`src/rtl/core/sha_pkg.sv`:
```
`timescale 1ns / 1ps
package sha_pkg;

   typedef enum logic [2:0] {
      ST_IDLE,
      ST_LOAD,
      ST_ROUND,
      ST_FOLD,
      ST_PAD,
      ST_EMIT
   } sha_state_type;

   function automatic logic [31:0] rotr(input logic [31:0] v, input logic [4:0] n);
      rotr = (v >> n) | (v << (6'd32 - {1'b0, n}));
   endfunction

   function automatic logic [31:0] round_k(input logic [5:0] r);
      logic [31:0] k [0:63];
      k = '{
         32'h428A2F98, 32'h71374491, 32'hB5C0FBCF, 32'hE9B5DBA5, 32'h3956C25B, 32'h59F111F1,
         32'h923F82A4, 32'hAB1C5ED5, 32'hD807AA98, 32'h12835B01, 32'h243185BE, 32'h550C7DC3,
         32'h72BE5D74, 32'h80DEB1FE, 32'h9BDC06A7, 32'hC19BF174, 32'hE49B69C1, 32'hEFBE4786,
         32'h0FC19DC6, 32'h240CA1CC, 32'h2DE92C6F, 32'h4A7484AA, 32'h5CB0A9DC, 32'h76F988DA,
         32'h983E5152, 32'hA831C66D, 32'hB00327C8, 32'hBF597FC7, 32'hC6E00BF3, 32'hD5A79147,
         32'h06CA6351, 32'h14292967, 32'h27B70A85, 32'h2E1B2138, 32'h4D2C6DFC, 32'h53380D13,
         32'h650A7354, 32'h766A0ABB, 32'h81C2C92E, 32'h92722C85, 32'hA2BFE8A1, 32'hA81A664B,
         32'hC24B8B70, 32'hC76C51A3, 32'hD192E819, 32'hD6990624, 32'hF40E3585, 32'h106AA070,
         32'h19A4C116, 32'h1E376C08, 32'h2748774C, 32'h34B0BCB5, 32'h391C0CB3, 32'h4ED8AA4A,
         32'h5B9CCA4F, 32'h682E6FF3, 32'h748F82EE, 32'h78A5636F, 32'h84C87814, 32'h8CC70208,
         32'h90BEFFFA, 32'hA4506CEB, 32'hBEF9A3F7, 32'hC67178F2};
      round_k = k[r];
   endfunction

   function automatic logic [31:0] start_hash(input logic [2:0] i);
      case (i)
         3'd0: start_hash = 32'h6A09E667;
         3'd1: start_hash = 32'hBB67AE85;
         3'd2: start_hash = 32'h3C6EF372;
         3'd3: start_hash = 32'hA54FF53A;
         3'd4: start_hash = 32'h510E527F;
         3'd5: start_hash = 32'h9B05688C;
         3'd6: start_hash = 32'h1F83D9AB;
         default: start_hash = 32'h5BE0CD19;
      endcase
   endfunction

endpackage

```
`src/rtl/core/sha_block_ram.sv`:
```
`timescale 1ns / 1ps
// 16 x 32 message word store, one write port, one registered read port.
module sha_block_ram (
   input  logic        clock,
   input  logic        wr_en,
   input  logic [3:0]  wr_addr,
   input  logic [31:0] wr_data,
   input  logic [3:0]  rd_addr,
   output logic [31:0] rd_data
);
   logic [31:0] mem [0:15];

   always_ff @(posedge clock) begin
      if (wr_en) begin
         mem[wr_addr] <= wr_data;
      end
      rd_data <= mem[rd_addr];
   end
endmodule

```
`src/rtl/core/sha256_stream_hasher_unit.sv`:
```
`timescale 1ns / 1ps
// Channel | Ports      | Payload (low bit up)
// request | req_t*     | tdata: msg_byte[7:0]; tuser: byte_present, end_of_message
// result  | rsp_t*     | tdata: digest_word[31:0], word_number[34:32]; tlast: last_word
//
// Bytes are taken while idle; the byte that fills a block starts a compression:
// rounds 0-15 each need one word-memory read before the round, rounds 16-63
// need four schedule reads, then the round, and 8 fold steps follow.
// End of message pads one byte a cycle up to the block end, which adds one or
// two compressions; then the 8 digest words leave in order, each while rsp_tready is high.
// Reset is synchronous; it restores the initial hash and clears the count.
// A stalled result holds; no request is taken until all 8 words leave.
module sha256_stream_hasher_unit (
   input  logic        clock,
   input  logic        reset,
   input  logic        req_tvalid,
   output logic        req_tready,
   input  logic [7:0]  req_tdata,   // msg_byte
   input  logic [1:0]  req_tuser,   // byte_present, end_of_message
   output logic        rsp_tvalid,
   input  logic        rsp_tready,
   output logic [39:0] rsp_tdata,   // digest_word, word_number, zero fill
   output logic        rsp_tlast    // last_word
);
   import sha_pkg::*;

   sha_state_type state_ff, state_in;

   // Bytes gather in a 32-bit word, then go to the word memory.
   logic [31:0] word_acc_ff, word_acc_in;
   logic [63:0] total_ff, total_in;
   logic        fin_ff, fin_in;       // finishing a message
   logic [1:0]  pad_ff, pad_in;       // pad phase: 0 marker, 1 zero, 2 length
   logic [6:0]  cnt_ff, cnt_in;       // round / fold / emit counter
   logic        ph_ff, ph_in;         // round sub-phase
   logic [31:0] h_ff [0:7];
   logic [31:0] v_ff [0:7];
   logic [31:0] w_hold_ff, w_hold_in; // W[r-2]

   logic        wr_en;
   logic [3:0]  wr_addr, rd_addr;
   logic [31:0] wr_data, rd_data;

   sha_block_ram u_ram (
      .clock  (clock),
      .wr_en  (wr_en),
      .wr_addr(wr_addr),
      .wr_data(wr_data),
      .rd_addr(rd_addr),
      .rd_data(rd_data)
   );

   logic        acc_fire;
   logic [5:0]  pos;
   logic [31:0] s0, s1, w_new, t1, t2;
   logic [5:0]  r;

   assign acc_fire = req_tvalid && req_tready;
   assign pos = total_ff[5:0];
   assign r = cnt_ff[5:0];

   assign s0 = rotr(rd_data, 5'd7) ^ rotr(rd_data, 5'd18) ^ (rd_data >> 3);
   assign s1 = rotr(w_hold_ff, 5'd17) ^ rotr(w_hold_ff, 5'd19) ^ (w_hold_ff >> 10);

   // Rounds 16-63 take four reads, sequenced by a 2-bit step:
   // W[r-2] (held), W[r-15] (sigma sum), W[r-7], then W[r-16] and the round.
   logic [1:0]  st_ff, st_in;
   logic [31:0] acc_ff, acc_in;

   assign t1 = v_ff[7] + (rotr(v_ff[4], 5'd6) ^ rotr(v_ff[4], 5'd11) ^ rotr(v_ff[4], 5'd25))
             + (v_ff[6] ^ (v_ff[4] & (v_ff[5] ^ v_ff[6]))) + round_k(r) + w_new;
   assign t2 = (rotr(v_ff[0], 5'd2) ^ rotr(v_ff[0], 5'd13) ^ rotr(v_ff[0], 5'd22))
             + ((v_ff[0] & v_ff[1]) | (v_ff[2] & (v_ff[0] | v_ff[1])));

   // w_new: for r<16 it is the word read; else acc + rd_data (W[r]).
   assign w_new = (r < 6'd16) ? rd_data : (acc_ff + rd_data);

   // Message bit length, captured while idle so padding does not disturb it.
   logic [63:0] len_ff;
   always_ff @(posedge clock) begin
      if (state_ff == ST_IDLE) len_ff <= {total_in[60:0], 3'b000};
   end

   // Set once the block holding the length has been padded.
   logic len_done_ff;
   always_ff @(posedge clock) begin
      if (reset) len_done_ff <= 1'b0;
      else if (state_ff == ST_PAD && pad_ff == 2'd2 && pos == 6'd63) len_done_ff <= 1'b1;
      else if (state_ff == ST_EMIT) len_done_ff <= 1'b0;
   end

   // Read address by step in rounds 16-63: 0 -> r-2, 1 -> r-15, 2 -> r-7, 3 -> r; rounds 0-15 read r.
   always_comb begin
      case (st_ff)
         2'd0: rd_addr = r[3:0] - 4'd2;
         2'd1: rd_addr = r[3:0] - 4'd15;
         2'd2: rd_addr = r[3:0] - 4'd7;
         default: rd_addr = r[3:0];
      endcase
      if (state_ff != ST_ROUND) rd_addr = 4'd0;
      if (state_ff == ST_ROUND && r < 6'd16) rd_addr = r[3:0];
   end

   // round is done in the same cycle that W is available
   logic round_go;
   assign round_go = (state_ff == ST_ROUND) &&
                     ((r < 6'd16) ? (st_ff == 2'd1) : (st_ff == 2'd3 && ph_ff));

   always_comb begin
      state_in    = state_ff;
      word_acc_in = word_acc_ff;
      total_in    = total_ff;
      fin_in      = fin_ff;
      pad_in      = pad_ff;
      cnt_in      = cnt_ff;
      ph_in       = ph_ff;
      st_in       = st_ff;
      acc_in      = acc_ff;
      w_hold_in   = w_hold_ff;
      wr_en       = 1'b0;
      wr_addr     = pos[5:2];
      wr_data     = word_acc_in;
      case (state_ff)
         ST_IDLE: begin
            if (acc_fire) begin
               if (req_tuser[0]) begin
                  word_acc_in = {word_acc_ff[23:0], req_tdata};
                  wr_en = (pos[1:0] == 2'd3);
                  wr_data = {word_acc_ff[23:0], req_tdata};
                  total_in = total_ff + 64'd1;
               end
               fin_in = req_tuser[1];
               pad_in = 2'd0;
               if (req_tuser[0] && pos == 6'd63) begin
                  state_in = ST_ROUND;
                  cnt_in = 7'd0;
                  st_in = 2'd0;
                  ph_in = 1'b0;
               end else if (req_tuser[1]) begin
                  state_in = ST_PAD;
               end
            end
         end
         ST_PAD: begin
            // one byte of padding a cycle
            case (pad_ff)
               2'd0: word_acc_in = {word_acc_ff[23:0], 8'h80};
               2'd1: word_acc_in = {word_acc_ff[23:0], 8'h00};
               default: word_acc_in = {word_acc_ff[23:0], len_ff[8'd63 - {pos[2:0], 3'b000} -: 8]};
            endcase
            wr_data = word_acc_in;
            wr_en = (pos[1:0] == 2'd3);
            total_in = total_ff + 64'd1;
            if (pad_ff == 2'd0) pad_in = 2'd1;
            if (pad_in == 2'd1 && pos == 6'd55) pad_in = 2'd2;
            if (pos == 6'd63) begin
               state_in = ST_ROUND;
               cnt_in = 7'd0;
               st_in = 2'd0;
               ph_in = 1'b0;
            end
         end
         ST_ROUND: begin
            if (r < 6'd16) begin
               st_in = st_ff + 2'd1;
               if (st_ff == 2'd1) begin
                  st_in = 2'd0;
                  cnt_in = cnt_ff + 7'd1;
               end
            end else begin
               case (st_ff)
                  2'd0: st_in = 2'd1;
                  2'd1: begin w_hold_in = rd_data; st_in = 2'd2; end
                  2'd2: begin acc_in = s1 + s0; st_in = 2'd3; ph_in = 1'b0; end
                  default: begin
                     if (!ph_ff) begin
                        acc_in = acc_ff + rd_data;
                        ph_in = 1'b1;
                     end else begin
                        wr_en = 1'b1;
                        wr_addr = r[3:0];
                        wr_data = w_new;
                        st_in = 2'd0;
                        cnt_in = cnt_ff + 7'd1;
                     end
                  end
               endcase
            end
            if (round_go && r == 6'd63) begin
               state_in = ST_FOLD;
               cnt_in = 7'd0;
            end
         end
         ST_FOLD: begin
            cnt_in = cnt_ff + 7'd1;
            if (cnt_ff == 7'd7) begin
               cnt_in = 7'd0;
               if (!fin_ff) state_in = ST_IDLE;
               else if (len_done_ff) state_in = ST_EMIT;
               else state_in = ST_PAD;
            end
         end
         ST_EMIT: begin
            if (rsp_tready) begin
               cnt_in = cnt_ff + 7'd1;
               if (cnt_ff == 7'd7) begin
                  state_in = ST_IDLE;
                  fin_in = 1'b0;
                  total_in = 64'd0;
               end
            end
         end
         default: state_in = ST_IDLE;
      endcase
   end

   always_ff @(posedge clock) begin
      if (reset) begin
         state_ff <= ST_IDLE;
         total_ff <= 64'd0;
         fin_ff   <= 1'b0;
         pad_ff   <= 2'd0;
         cnt_ff   <= 7'd0;
         ph_ff    <= 1'b0;
         st_ff    <= 2'd0;
      end else begin
         state_ff <= state_in;
         total_ff <= total_in;
         fin_ff   <= fin_in;
         pad_ff   <= pad_in;
         cnt_ff   <= cnt_in;
         ph_ff    <= ph_in;
         st_ff    <= st_in;
      end
      word_acc_ff <= word_acc_in;
      acc_ff    <= acc_in;
      w_hold_ff <= w_hold_in;
   end

   // hash and working variables
   always_ff @(posedge clock) begin
      if (reset) begin
         for (int i = 0; i < 8; i++) h_ff[i] <= start_hash(3'(i));
      end else if (state_ff == ST_FOLD) begin
         for (int i = 0; i < 7; i++) h_ff[i] <= h_ff[i + 1];
         h_ff[7] <= h_ff[0] + v_ff[0];
      end else if (state_ff == ST_EMIT && rsp_tready && cnt_ff == 7'd7) begin
         for (int i = 0; i < 8; i++) h_ff[i] <= start_hash(3'(i));
      end
      if (state_ff == ST_ROUND && cnt_ff == 7'd0 && st_ff == 2'd0) begin
         for (int i = 0; i < 8; i++) v_ff[i] <= h_ff[i];
      end else if (round_go) begin
         v_ff[0] <= t1 + t2;
         v_ff[1] <= v_ff[0];
         v_ff[2] <= v_ff[1];
         v_ff[3] <= v_ff[2];
         v_ff[4] <= v_ff[3] + t1;
         v_ff[5] <= v_ff[4];
         v_ff[6] <= v_ff[5];
         v_ff[7] <= v_ff[6];
      end else if (state_ff == ST_FOLD) begin
         for (int i = 0; i < 7; i++) v_ff[i] <= v_ff[i + 1];
      end
   end

   assign req_tready = (state_ff == ST_IDLE);
   assign rsp_tvalid = (state_ff == ST_EMIT);
   assign rsp_tdata  = {5'd0, cnt_ff[2:0], h_ff[cnt_ff[2:0]]};
   assign rsp_tlast  = (cnt_ff[2:0] == 3'd7);
endmodule

```
`config.mk`:
```
export PLATFORM = sky130hd
export DESIGN_NAME = sha256_stream_hasher_unit
export DESIGN_NICKNAME = d
export VERILOG_FILES = /design/src/rtl/core/sha_pkg.sv /design/src/rtl/core/sha_block_ram.sv /design/src/rtl/core/sha256_stream_hasher_unit.sv
export SDC_FILE = /design/constraint.sdc
export NUM_CORES = 2
export LEC_CHECK = 0
export BUFFER_PORTS_ARGS = -buffer_cell sky130_fd_sc_hd__buf_2
export CAP_MARGIN = 15
export CORE_UTILIZATION = 50
export CTS_CLUSTER_DIAMETER = 30
export DETAILED_ROUTE_END_ITERATION = 8
export PLACE_DENSITY = 0.65
export SYNTH_ARGS = -nofsm -noshare
export SYNTH_HDL_FRONTEND = slang
export SYNTH_SLANG_ARGS = --single-unit
```
`constraint.sdc`:
```
create_clock -name clock -period 25.3 [get_ports clock]
set_input_delay 1.265 -clock clock [delete_from_list [all_inputs] [get_ports clock]]
set_output_delay 1.265 -clock clock [all_outputs]
set_load 0.005 [all_outputs]
```
==> flow_summary_export.csv <==
group,metric,value,unit
yosys,synth.most_common_cell,"edfxtp_1",
drt,drt_iter0_markers,6624,
yosys,synth.distinct_cells,99,
setup_path,critPathSlowestCell,"nor3_1",
power,p_int,7.09,mW
sta,fmax,95.8,MHz
yosys,syn-mean-instance-area,10.7,um2
die,io_pins,57,
yosys,synth_cells,6779,
power,ir_worst_vdd,0.179,mV
clock_network,htreeDepth,5,
die,initial_utilization,0.506,
yosys,ys_warn_count,0,
yosys,synth_top_cell_by_area,"edfxtp_1",
die,die_y,384,um
setup_path,r2r-start,"u_ram.rd_data[0]$_DFF_P_",
clock_network,root_buffer,"clkbuf_16",
setup_path,startpoint_type,"flip-flop",
placement,gp_congestion,1.02,
power,switchingPower,4.30,mW
finish,drive_gt1_frac,0.130,
sta,hold_viol,0,
global_routing,overflow,0,
global_routing,grt_use_total,0.325,
run_status,status,"finished, violations left",
sta,setup-violations-final,0,
drt,vias_per_cell,6.34,
finish,stdcell_count,8932,
setup_path,cp.arrival,11.07,ns
placement,hpwl,160000,um
finish,nets,7164,
worst_hold_path,holdCritStartpoint,"h_ff[7][15]$_SDFFE_PP1P_",
finish,area_growth,16.6,%
clock_network,cts_buffers,302,
clock_network,cts_resized,0,
power,power_density,134,mW/mm2
sta,max-slew-margin-rel,0.225,
clock_network,post_cts_buffers,0,
placement,placedCellCount,8396,
sta,layout_min_cycle_time,10.44,ns
setup_path,path_buf_inv,3,
clock_network,clk_path_buf_depth,4,
yosys,synth-edff-count,1053,
die,coreArea,0.144,mm2
die,dieArea,0.147,mm2
placement,preCtsSetupSlack,15.13,ns
setup_path,cp_max_fo,6,
setup_path,required,25.93,ns
drt,wl_per_cell,27.1,um
die,die_w,384,um
setup_path,critPathMaxStageDelay,0.72,ns
clock_network,cts_sinks,1294,
worst_hold_path,holdCritPathClass,"reg -> reg",
clock_network,cts_tree,"built",
yosys,ys_ff_latch,1294,
sta,fin_skew,0.0524,ns
sta,rsz0062_at_grt,"no",
finish,nFillCells,11800,
drt,first_pass_iters,8,
yosys,synthArstFlopShare,0,
yosys,synth_seq_area_share,0.500,
sta,worstMarginPinSlew,1.16,ns
clock_network,clock_latency,0.91,ns
setup_path,cp-startpoint,"u_ram.rd_data[0]$_DFF_P_",
drt,drt_wl_total,242000,um
power,seqPwrFrac,0.249,
power,p_sw_frac,0.378,
placement,port_buffers,51,
global_routing,antenna_found_initial,5,
power,finalPower,11.4,mW
global_routing,grt_pass1_vias,54700,
drt,vias,56700,
global_routing,grt_max_degree,155,
yosys,netlist.area_leader.share,0.434,
sta,slew_violations,0,
sta,finalSetupTns,0,ns
setup_path,crit_type,"reg -> reg",
yosys,synth_flop_cell,"edfxtp_1",
yosys,synth_commonest_cells,"1,053 x edfxtp_1, 959 x nand2_1, 420 x clkbuf_1, 356 x a21oi_1, 329 x o21ai_0",
power,p_leak,30.8,nW
job,maxCapViolations,0,
sta,finalCritPeriodShare,0.413,
die,placement_rows,139,
drt,final_antenna_net_count,0,
power,power_frac_clock,0.332,
yosys,yosys-top-cells-area,"edfxtp_1 43%, dfxtp_1 6.6%, nand2_1 4.9%",
finish,utilization,0.590,
sta,fin_ws,14.86,ns
clock_network,hold_buffers,0,
clock_network,clk_pin_slew,0.05,ns
global_routing,grt_pass1_wl,357000,um
power,combinationalPowerShare,0.418,
yosys,netlist_area,0.0729,mm2
run_status,violations,"design-rule violations",
setup_path,critPathCaptureType,"flip-flop",
setup_path,critical_path.top_delay_family,"compound AO/OA/AOI/OAI gates",
drt,drc,6,
-- worst register-to-register path: cells and delay by family (launching register included) --
family	cells	cell delay, ns
AO/OA/AOI/OAI	16	3.70
XOR/XNOR	3	0.75
adder cells (fa/ha/maj)	8	3.64
buffers and inverters	3	0.16
flip-flops	1	0.46
AND/OR/NAND/NOR	6	1.52
-- kinds of logic (layout without fill, tap and decap cells) --
group,Yosys count,after routing,synth area share
flops,1294,1294,0.500
compound gates,1795,1795,0.165
simple gates,1949,1949,0.123
xor+xnor,406,406,0.0490
mux,234,234,0.0477
other cells,1,6,0.0000515
fa+ha+maj,378,378,0.0772
buf+inv,722,967,0.0377
-- layer usage --
layer	share of wire	vias to the layer above	global-route usage
met5	0.000050	-	0
met4	0.041	2	0.135
met3	0.10	551	0.0760
met2	0.44	2930	0.481
met1	0.42	28100	0.457
li1	-	25100	-
-- final cells by class --
type | instances | area (um2) | share of cell area
Sequential cell | 1294 | 36500 | 0.429
Multi-Input combinational cell | 4767 | 34000 | 0.400
Clock buffer | 368 | 8080 | 0.0951
Tap cell | 1903 | 2380 | 0.0280
Clock inverter | 163 | 1790 | 0.0210
Timing Repair Buffer | 190 | 1330 | 0.0156
Inverter | 246 | 928 | 0.0109
Antenna cell | 1 | 2.50 | 0.0000295
-- layout by cell type (no fill, tap or decap), types with 48 or more instances in the layout --
master | synthesis | layout
edfxtp_1 | 1053 | 1053
nand2_1 | 959 | 956
a21oi_1 | 356 | 355
o21ai_0 | 329 | 328
clkbuf_16 | 0 | 307
xnor2_1 | 306 | 306
nor2_1 | 288 | 262
inv_1 | 241 | 240
dfxtp_1 | 241 | 234
ha_1 | 220 | 220
a22oi_1 | 210 | 210
and2_1 | 194 | 194
a211oi_1 | 189 | 189
buf_4 | 8 | 136
fa_1 | 129 | 129
a21o_1 | 114 | 114
a31oi_1 | 114 | 112
xor2_1 | 99 | 99
nand3_1 | 96 | 96
nor2b_1 | 96 | 96
or3_1 | 94 | 93
mux2_2 | 86 | 86
mux4_2 | 82 | 82
a311oi_1 | 71 | 70
mux2i_1 | 66 | 66
nor3_1 | 57 | 57
o211ai_1 | 56 | 56
buf_2 | 8 | 50
o31ai_1 | 48 | 48
-- path summary, 6_finish.rpt --
kind	end	slack, ns	depth (start not counted)
worst max-delay path	v_ff[0][31]$_DFFE_PP_	14.86	36
worst min-delay path	h_ff[6][15]$_SDFFE_PP1P_	0.49	2
worst max register to register	v_ff[0][31]$_DFFE_PP_	14.86	36
worst min register to register	h_ff[6][15]$_SDFFE_PP1P_	0.49	2
-- metrics by stage --
step           area, um2  hold slack, ns
3_3_place_gp       75000           0.460
6_report           84900           0.485
4_1_cts            84900           0.485
5_1_grt            84900           0.514
2_1_floorplan      72900           0.406
3_5_place_dp       75000           0.481
-- state kept, by name, indices dropped and copies added, names as in the netlist, named ones only --
register       flops
st_ff              2
word_acc_ff       32
u_ram.rd_data     32
ph_ff              1
acc_ff            32
len_ff            61
u_ram.mem        512
state_ff           3
total_ff          61
fin_ff             1
pad_ff             2
len_done_ff        1
cnt_ff             7
h_ff             256
w_hold_ff         32
v_ff             256
-- power by group through the flow --
stage	sequential, mW	clock [mW]	combinational (mW)
finish	2.84	3.79	4.77
global route	2.85	3.92	5.19
CTS	2.84	3.81	4.66
detailed placement	2.87	0	4.60
global placement	2.87	0	4.56
floorplan	2.82	0	3.38
Power figures use the tool's default switching activity.
